$ cat config.mk
export PLATFORM = sky130hd
export DESIGN_NAME = leader_cluster_assign
export DESIGN_NICKNAME = d
export VERILOG_FILES = /design/src/lca_pkg.sv /design/src/leader_cluster_assign.sv /design/src/lca_centroid_mem.sv /design/src/lca_dist_unit.sv
export VERILOG_INCLUDE_DIRS = /design/src /design/src/src
export SDC_FILE = /design/constraint.sdc
export NUM_CORES = 2
export LEC_CHECK = 0
export BUFFER_PORTS_ARGS = -buffer_cell sky130_fd_sc_hd__buf_2
export CORE_ASPECT_RATIO = 1.5
export CORE_MARGIN = 3
export CORE_UTILIZATION = 60
export CTS_CLUSTER_DIAMETER = 200
export DETAILED_ROUTE_END_ITERATION = 6
export GPL_ROUTABILITY_DRIVEN = 0
export PLACE_DENSITY = 0.76
export SYNTH_ARGS = -nofsm -noshare
export SYNTH_HDL_FRONTEND = slang
export SYNTH_HIERARCHICAL = 1
export SYNTH_SLANG_ARGS = --single-unit
export TNS_END_PERCENT = 20
$ cat constraint.sdc
create_clock -name clk_i -period 10.1 [get_ports clk_i]
set_input_delay 0 -clock clk_i [delete_from_list [all_inputs] [get_ports clk_i]]
set_output_delay 0 -clock clk_i [all_outputs]
set_load 0.02 [all_outputs]
$ cat src/leader_cluster_assign_defines.svh
// ----------------------------------------------------------------------------
// Leader cluster assignment: assertion macros
// Shared macros for the concurrent checks of the clustering block.
// ----------------------------------------------------------------------------
`ifndef LEADER_CLUSTER_ASSIGN_DEFINES_SVH
`define LEADER_CLUSTER_ASSIGN_DEFINES_SVH

// Same-cycle implication, checked on the rising clock edge outside reset.
`define LCA_ASSERT_IMP(lbl, ante, cons, msg) \
  lbl: assert property (@(posedge clk_i) disable iff (!rst_ni) (ante) |-> (cons)) \
    else $error(msg);

// Next-cycle implication, checked on the rising clock edge outside reset.
`define LCA_ASSERT_NXT(lbl, ante, cons, msg) \
  lbl: assert property (@(posedge clk_i) disable iff (!rst_ni) (ante) |=> (cons)) \
    else $error(msg);

`endif

$ cat src/lca_pkg.sv
// ----------------------------------------------------------------------------
// Leader cluster assignment package
// Widths, reset values, payload structs and the controller state type.
// ----------------------------------------------------------------------------
package lca_pkg;

  // Coordinate width of a point (signed Q8.8).
  localparam int unsigned COORD_W          = 16;
  // Width of the squared radius register (unsigned Q19.16).
  localparam int unsigned RAD_W            = 35;
  // Width of the reported cluster index.
  localparam int unsigned IDX_OUT_W        = 6;
  // Default depth of the centroid table.
  localparam int unsigned DEF_MAX_CLUSTERS = 64;
  // Squared radius after reset: 1.0 in Q19.16.
  localparam logic [RAD_W-1:0] RADIUS_RESET = RAD_W'(65536);

  // One input transaction.
  typedef struct packed {
    logic                      first_of_set;
    logic signed [COORD_W-1:0] coord_x;
    logic signed [COORD_W-1:0] coord_y;
  } lca_in_t;

  // One result transaction.
  typedef struct packed {
    logic [IDX_OUT_W-1:0] cluster_index;
    logic                 is_new_cluster;
    logic                 table_overflow;
  } lca_out_t;

  // A stored centroid, also used for the point under test.
  typedef struct packed {
    logic signed [COORD_W-1:0] x;
    logic signed [COORD_W-1:0] y;
  } lca_centroid_t;

  // Control from the sequencer to the distance unit.
  typedef struct packed {
    logic vld;
    logic flush;
  } lca_dist_ctl_t;

  // Status from the distance unit back to the sequencer.
  typedef struct packed {
    logic vld;
    logic hit;
  } lca_dist_sts_t;

  // Sequencer states.
  typedef enum logic {
    LCA_IDLE,
    LCA_SCAN
  } lca_state_e;

endpackage

$ cat src/leader_cluster_assign.sv
// A scan compares the stored centroids in creation order and ends at the first
// hit, or on a miss once every stored centroid has been compared; with an empty
// table it ends with a miss. A new point is accepted only while idle; the single
// read port of the centroid memory serves one centroid per cycle.
// Reset clears the centroid count and sets the squared radius to 1.0 (Q19.16);
// the centroid memory is not cleared. Results cannot be stalled by the receiver.
// ----------------------------------------------------------------------------
// Leader cluster assignment
// Matches each point against stored centroids in creation order and reports
// the first cluster within the radius, else adds it as a new one (overflow if full).
// ----------------------------------------------------------------------------
`include "leader_cluster_assign_defines.svh"

module leader_cluster_assign #(
  parameter int unsigned MAX_CLUSTERS = lca_pkg::DEF_MAX_CLUSTERS
) (
  input  logic                      clk_i,
  input  logic                      rst_ni,
  input  logic                      start_i,
  output logic                      busy_o,
  input  lca_pkg::lca_in_t          item_i,
  output logic                      done_o,
  output lca_pkg::lca_out_t         result_o,
  input  logic                      cfg_we_i,
  input  logic [lca_pkg::RAD_W-1:0] cfg_wdata_i
);
  import lca_pkg::*;

  localparam int unsigned IDX_W = $clog2(MAX_CLUSTERS);
  localparam int unsigned CNT_W = $clog2(MAX_CLUSTERS + 1);
  localparam logic [CNT_W-1:0] CNT_FULL = CNT_W'(MAX_CLUSTERS);

  lca_state_e       state_q, state_d;
  logic [CNT_W-1:0] count_q, count_d;
  logic [CNT_W-1:0] issue_q, issue_d;
  logic             rd_vld_q;
  logic [IDX_W-1:0] rd_idx_q;
  logic [RAD_W-1:0] radius_q;
  lca_centroid_t    pt_q;
  logic             done_q;
  lca_out_t         res_q, res_d;

  logic             accept;
  logic             rd_en;
  logic             fin;
  logic             fin_hit;
  logic             table_full;
  logic             mem_we;
  lca_centroid_t    mem_rdata;
  lca_dist_ctl_t    dctl;
  lca_dist_sts_t    dsts;
  logic [IDX_W-1:0] didx;
  logic [IDX_W+IDX_OUT_W-1:0] hit_idx_ext;
  logic [IDX_W+IDX_OUT_W-1:0] new_idx_ext;

  assign accept     = start_i && (state_q == LCA_IDLE);
  assign table_full = (count_q == CNT_FULL);
  assign busy_o     = (state_q != LCA_IDLE);

  // Next state.
  always_comb begin
    state_d = state_q;
    unique case (state_q)
      LCA_IDLE: begin
        if (start_i) begin
          state_d = LCA_SCAN;
        end
      end
      LCA_SCAN: begin
        if (fin) begin
          state_d = LCA_IDLE;
        end
      end
      default: state_d = LCA_IDLE;
    endcase
  end

  // Sequencer outputs: issue reads in order, finish on the first hit or
  // once every stored centroid has been compared.
  always_comb begin
    rd_en   = 1'b0;
    fin     = 1'b0;
    fin_hit = 1'b0;
    unique case (state_q)
      LCA_IDLE: begin
      end
      LCA_SCAN: begin
        if (dsts.vld && dsts.hit) begin
          fin     = 1'b1;
          fin_hit = 1'b1;
        end else if ((issue_q == count_q) && !rd_vld_q && !dsts.vld) begin
          fin = 1'b1;
        end else begin
          rd_en = (issue_q < count_q);
        end
      end
      default: begin
      end
    endcase
  end

  // A miss with room appends the point. The write lands at the finishing
  // edge, before any read of the next transaction can be issued.
  assign mem_we = fin && !fin_hit && !table_full;

  // Count and read pointer.
  always_comb begin
    count_d = count_q;
    issue_d = issue_q;
    if (accept) begin
      issue_d = '0;
      if (item_i.first_of_set) begin
        count_d = '0;
      end
    end else begin
      if (rd_en) begin
        issue_d = issue_q + CNT_W'(1);
      end
      if (mem_we) begin
        count_d = count_q + CNT_W'(1);
      end
    end
  end

  // Result word.
  always_comb begin
    hit_idx_ext = {{IDX_OUT_W{1'b0}}, didx};
    new_idx_ext = {{IDX_OUT_W{1'b0}}, count_q[IDX_W-1:0]};
    res_d       = res_q;
    if (fin) begin
      if (fin_hit) begin
        res_d.cluster_index  = hit_idx_ext[IDX_OUT_W-1:0];
        res_d.is_new_cluster = 1'b0;
        res_d.table_overflow = 1'b0;
      end else if (table_full) begin
        res_d.cluster_index  = '0;
        res_d.is_new_cluster = 1'b0;
        res_d.table_overflow = 1'b1;
      end else begin
        res_d.cluster_index  = new_idx_ext[IDX_OUT_W-1:0];
        res_d.is_new_cluster = 1'b1;
        res_d.table_overflow = 1'b0;
      end
    end
  end

  // Control registers.
  always_ff @(posedge clk_i or negedge rst_ni) begin
    if (!rst_ni) begin
      state_q  <= LCA_IDLE;
      count_q  <= '0;
      issue_q  <= '0;
      rd_vld_q <= 1'b0;
      done_q   <= 1'b0;
      radius_q <= RADIUS_RESET;
    end else begin
      state_q  <= state_d;
      count_q  <= count_d;
      issue_q  <= issue_d;
      rd_vld_q <= rd_en;
      done_q   <= fin;
      if (cfg_we_i) begin
        radius_q <= cfg_wdata_i;
      end
    end
  end

  // Payload registers.
  always_ff @(posedge clk_i) begin
    if (accept) begin
      pt_q.x <= item_i.coord_x;
      pt_q.y <= item_i.coord_y;
    end
    if (rd_en) begin
      rd_idx_q <= issue_q[IDX_W-1:0];
    end
    res_q <= res_d;
  end

  // Centroid storage.
  lca_centroid_mem #(
    .DEPTH  (MAX_CLUSTERS),
    .ADDR_W (IDX_W)
  ) u_mem (
    .clk_i   (clk_i),
    .we_i    (mem_we),
    .waddr_i (count_q[IDX_W-1:0]),
    .wdata_i (pt_q),
    .re_i    (rd_en),
    .raddr_i (issue_q[IDX_W-1:0]),
    .rdata_o (mem_rdata)
  );

  // Distance compare; in-flight compares are dropped when a transaction ends.
  assign dctl.vld   = rd_vld_q;
  assign dctl.flush = fin;

  lca_dist_unit #(
    .IDX_W (IDX_W)
  ) u_dist (
    .clk_i    (clk_i),
    .rst_ni   (rst_ni),
    .ctl_i    (dctl),
    .idx_i    (rd_idx_q),
    .cent_i   (mem_rdata),
    .pt_i     (pt_q),
    .radius_i (radius_q),
    .sts_o    (dsts),
    .idx_o    (didx)
  );

  assign done_o   = done_q;
  assign result_o = res_q;

  // Checks.
  `LCA_ASSERT_NXT(a_accept_busy, accept, busy_o, "accepted transaction did not start a scan")
  `LCA_ASSERT_IMP(a_count_range, 1'b1, count_q <= CNT_FULL, "centroid count above table size")
  `LCA_ASSERT_IMP(a_res_excl, done_o, !(result_o.is_new_cluster && result_o.table_overflow), "new cluster and overflow together")
  `LCA_ASSERT_IMP(a_ovf_full, done_o && result_o.table_overflow, table_full, "overflow with free table entries")

endmodule

$ cat src/lca_centroid_mem.sv
// ----------------------------------------------------------------------------
// Centroid memory
// Single-port-write, single-port-read synchronous RAM with registered read.
// ----------------------------------------------------------------------------
module lca_centroid_mem #(
  parameter int unsigned DEPTH = lca_pkg::DEF_MAX_CLUSTERS,
  parameter int unsigned ADDR_W = $clog2(DEPTH)
) (
  input  logic                  clk_i,
  input  logic                  we_i,
  input  logic [ADDR_W-1:0]     waddr_i,
  input  lca_pkg::lca_centroid_t wdata_i,
  input  logic                  re_i,
  input  logic [ADDR_W-1:0]     raddr_i,
  output lca_pkg::lca_centroid_t rdata_o
);
  import lca_pkg::*;

  lca_centroid_t mem_q [DEPTH];
  lca_centroid_t rdata_q;

  // Write port.
  always_ff @(posedge clk_i) begin
    if (we_i) begin
      mem_q[waddr_i] <= wdata_i;
    end
  end

  // Registered read port.
  always_ff @(posedge clk_i) begin
    if (re_i) begin
      rdata_q <= mem_q[raddr_i];
    end
  end

  assign rdata_o = rdata_q;

endmodule

$ cat src/lca_dist_unit.sv
// ----------------------------------------------------------------------------
// Distance unit
// Squares the coordinate differences of a centroid and the point, registers
// them, then sums and compares the result against the squared radius.
// ----------------------------------------------------------------------------
module lca_dist_unit #(
  parameter int unsigned IDX_W = $clog2(lca_pkg::DEF_MAX_CLUSTERS)
) (
  input  logic                      clk_i,
  input  logic                      rst_ni,
  input  lca_pkg::lca_dist_ctl_t    ctl_i,
  input  logic [IDX_W-1:0]          idx_i,
  input  lca_pkg::lca_centroid_t    cent_i,
  input  lca_pkg::lca_centroid_t    pt_i,
  input  logic [lca_pkg::RAD_W-1:0] radius_i,
  output lca_pkg::lca_dist_sts_t    sts_o,
  output logic [IDX_W-1:0]          idx_o
);
  import lca_pkg::*;

  localparam int unsigned SQ_W   = 2 * COORD_W;
  localparam int unsigned SUM_W  = SQ_W + 1;
  localparam int unsigned CMP_W  = (SUM_W > RAD_W) ? SUM_W : RAD_W;
  localparam int unsigned PROD_W = 2 * COORD_W + 2;

  logic signed [COORD_W:0]     dx, dy;
  logic signed [PROD_W-1:0]    px, py;
  logic [SQ_W-1:0]             sq_x_q, sq_y_q;
  logic                        vld_q;
  logic [IDX_W-1:0]            idx_q;
  logic [SUM_W-1:0]            sum;

  // Differences and squares; a difference never exceeds 2^COORD_W - 1 in
  // magnitude, so its square fits in SQ_W bits.
  always_comb begin
    dx = {cent_i.x[COORD_W-1], cent_i.x} - {pt_i.x[COORD_W-1], pt_i.x};
    dy = {cent_i.y[COORD_W-1], cent_i.y} - {pt_i.y[COORD_W-1], pt_i.y};
    px = PROD_W'(dx) * PROD_W'(dx);
    py = PROD_W'(dy) * PROD_W'(dy);
  end

  // Square registers.
  always_ff @(posedge clk_i) begin
    sq_x_q <= px[SQ_W-1:0];
    sq_y_q <= py[SQ_W-1:0];
    idx_q  <= idx_i;
  end

  // Valid flag, cleared when the sequencer finishes a transaction.
  always_ff @(posedge clk_i or negedge rst_ni) begin
    if (!rst_ni) begin
      vld_q <= 1'b0;
    end else begin
      vld_q <= ctl_i.vld && !ctl_i.flush;
    end
  end

  // Sum and radius compare.
  always_comb begin
    sum       = {1'b0, sq_x_q} + {1'b0, sq_y_q};
    sts_o.vld = vld_q;
    sts_o.hit = CMP_W'(sum) <= CMP_W'(radius_i);
  end

  assign idx_o = idx_q;

endmodule

==> flow_metrics.env <==
export IMPL_status="finished, final reports clean"
export IMPL_grt_max_degree=123
export IMPL_holdCritPathClass="input pin to flip-flop"
export IMPL_die_w_um=350
export IMPL_drive_gt1_frac=0.183
export IMPL_antenna_found_initial=19
export IMPL_final_cell_mix="2126 x edfxtp_1, 727 x inv_1, 544 x mux4_2"
export IMPL_synth_flop_cell="edfxtp_1"
export IMPL_startpoint="pt_q[0]"
export IMPL_cts_resized=0
export IMPL_track_usage=0.326
export IMPL_vias=59300
export IMPL_synth_edf_count=2126
export IMPL_finalSetupViolations=0
export IMPL_port_buffers=81
export IMPL_cts_tree="yes"
export IMPL_pin_count=82
export IMPL_cts_setup_buffers=0
export IMPL_htree_num_levels=4
export IMPL_r2r_start="pt_q[0]"
export IMPL_fin_skew_ns=0.0801
export IMPL_layout_commonest_cell="edfxtp_1"
export IMPL_min_period_ns=8.91
export IMPL_grt_pass1_vias=62400
export IMPL_ys_seq_elements=2247
export IMPL_clk_latency_ns=0.87
export IMPL_netlist_instances=6215
export IMPL_viasPerCell=6.56
export IMPL_cts_sinks=2247
export IMPL_start_util=0.606
export IMPL_yosysWarnings=6
export IMPL_finalWirelength_um=290000
export IMPL_hold_violations=0
export IMPL_worstPathMaxFanout=23
export IMPL_placed_cell_area_um2=110000
export IMPL_clk_pin_slew_ns=0.07
export IMPL_min_period_over_period=0.882
export IMPL_criticalPathCategory="flip-flop to flip-flop"
export IMPL_slew_viol_final=0
export IMPL_holdBufCountCts=158
export IMPL_end_kind="flip-flop"
export IMPL_drtAntennaViolNets=0
export IMPL_critPathLaunchType="flip-flop"
export IMPL_yosysUniqueCellTypes=97
export IMPL_stdcell_area_um2=118000
export IMPL_slowest_stage="fa_1"
export IMPL_worstPathRequired_ns=10.80
export IMPL_wl_per_cell_um=32.1
export IMPL_fin_tns_setup_ns=0
export IMPL_syn_nets=7067
export IMPL_crit_top_cell="fa_1"
export IMPL_critPathArrivalTime_ns=9.61
export IMPL_synthArstFlopShare=0.0236
export IMPL_grt_overflow=0
export IMPL_syn_area_um2=106000
export IMPL_final_nets=7419
export IMPL_synth_seq_area_share=0.625
export IMPL_fmax_mhz=112
export IMPL_avgSynthCellArea_um2=17.1
export IMPL_rsz0062_at_grt="no"
export IMPL_min_delay_start="item_i[16]"
export IMPL_die_area_um2=183000
export IMPL_dp_hpwl_um=177000
export IMPL_core_um2=175000
export IMPL_dr_pass1_iters=6
export IMPL_rows=188
export IMPL_drt_iter0_markers=7766
export IMPL_clockBufferDepth=3
export IMPL_cts_buffers=191
export IMPL_maxCapViolCount=0
export IMPL_tightest_slew_ns=1.43
export IMPL_grt_pass1_wl_um=421000
export IMPL_cts_root_buf="clkbuf_16"
export IMPL_slew_headroom=0.0427
export IMPL_syn_to_final_growth_pct=11.3
export IMPL_remaining_drc_errors=0
export IMPL_crit_path_max_incr_delay_ns=0.84
export IMPL_die_height_um=522
## cell families after synthesis
family,share of synthesized area
and+or+nand+nor,0.0362
xor gates and xnor gates,0.0117
muxes,0.129
adders and majority gates,0.128
buffers and inverters,0.0369
AOI/OAI and AO/OA,0.0330
DFF,0.625
## area by class of cell
| class | count | area (um2) |
|---|---|---|
| Multi-Input combinational cell | 2986 | 36400 |
| Fill cell | 11200 | 57100 |
| Timing Repair Buffer | 401 | 3270 |
| Tap cell | 2280 | 2850 |
| Clock buffer | 222 | 4900 |
| Antenna cell | 27 | 67.6 |
| Inverter | 740 | 2780 |
| Clock inverter | 136 | 1560 |
| Sequential cell | 2247 | 66500 |
## per-layer routing
metal,vias up,GRT usage,share of wire
met2,3898,0.538,0.50
met1,30600,0.386,0.31
met4,6,0.248,0.093
met5,-,0,0.00012
met3,961,0.0523,0.093
li1,23900,-,-
## critical path, delay by kind of cell (launching register included)
family          cells  cell delay, ns
buf+inv             3            0.72
compound gates     12            2.73
fa+ha+maj           9            4.39
flops               1            0.40
xor+xnor            1            0.09
simple gates        3            0.44
## worst paths after layout
check | to | slack (ns) | cells past startpoint
setup / recovery | u_dist/sq_y_q[31] | 1.19 | 28
setup reg to reg | u_dist/sq_y_q[31] | 1.19 | 28
hold / removal | pt_q[16] | 0.08 | 2
min in group asynchronous | radius_q[15] | 0.41 | 4
hold reg to reg | u_dist/idx_o[1] | 0.34 | 0
max in group asynchronous | issue_q[2] | 9.10 | 4
## cells in the mapped netlist, types with 22 or more instances
cell / instances / area, um2
buf_2: 71 / 355
fa_1: 518 / 10400
nor2b_1: 38 / 238
nor3_1: 41 / 205
inv_1: 728 / 2730
a21o_1: 42 / 315
o221ai_1: 29 / 254
xnor2_1: 97 / 850
dfrtp_1: 52 / 1300
a21oi_1: 161 / 806
mux2i_1: 102 / 1020
buf_1: 22 / 82.6
ha_1: 262 / 3280
mux2_2: 36 / 405
clkbuf_1: 115 / 432
dfxtp_1: 68 / 1360
xor2_1: 33 / 289
nand3_1: 40 / 200
buf_4: 27 / 203
nor2_1: 355 / 1330
mux4_2: 544 / 12300
edfxtp_1: 2126 / 63800
nand2_1: 239 / 897
o21ai_0: 57 / 285
o22ai_1: 85 / 532
nand2b_1: 27 / 169
## metrics by stage
step | instances | util | hold WS, ns | worst slack (ns)
2_1_floorplan | 6215 | - | -0.296 | 1.72
3_3_place_gp | 8496 | 0.629 | 0.176 | 1.47
3_5_place_dp | 8496 | 0.629 | 0.180 | 1.25
4_1_cts | 9012 | 0.674 | 0.0677 | 1.25
5_1_grt | 9032 | 0.675 | 0.0643 | 0.648
6_report | 9039 | 0.675 | 0.0806 | 1.19
## flip-flops by register name (all words and copies together), names as in the netlist
name           count
busy_o             1
u_dist/idx_o       6
rd_idx_q           6
radius_q          35
u_mem/mem_q     2048
done_o             1
u_dist/vld_q       1
result_o           8
pt_q              32
u_mem/rdata_o     32
count_q            7
issue_q            7
u_dist/sq_y_q     31
rd_vld_q           1
u_dist/sq_x_q     31
Power is left out: the tool's default activity adds up to more than one toggle a clock period on the data nets, which glitch-free logic cannot reach.
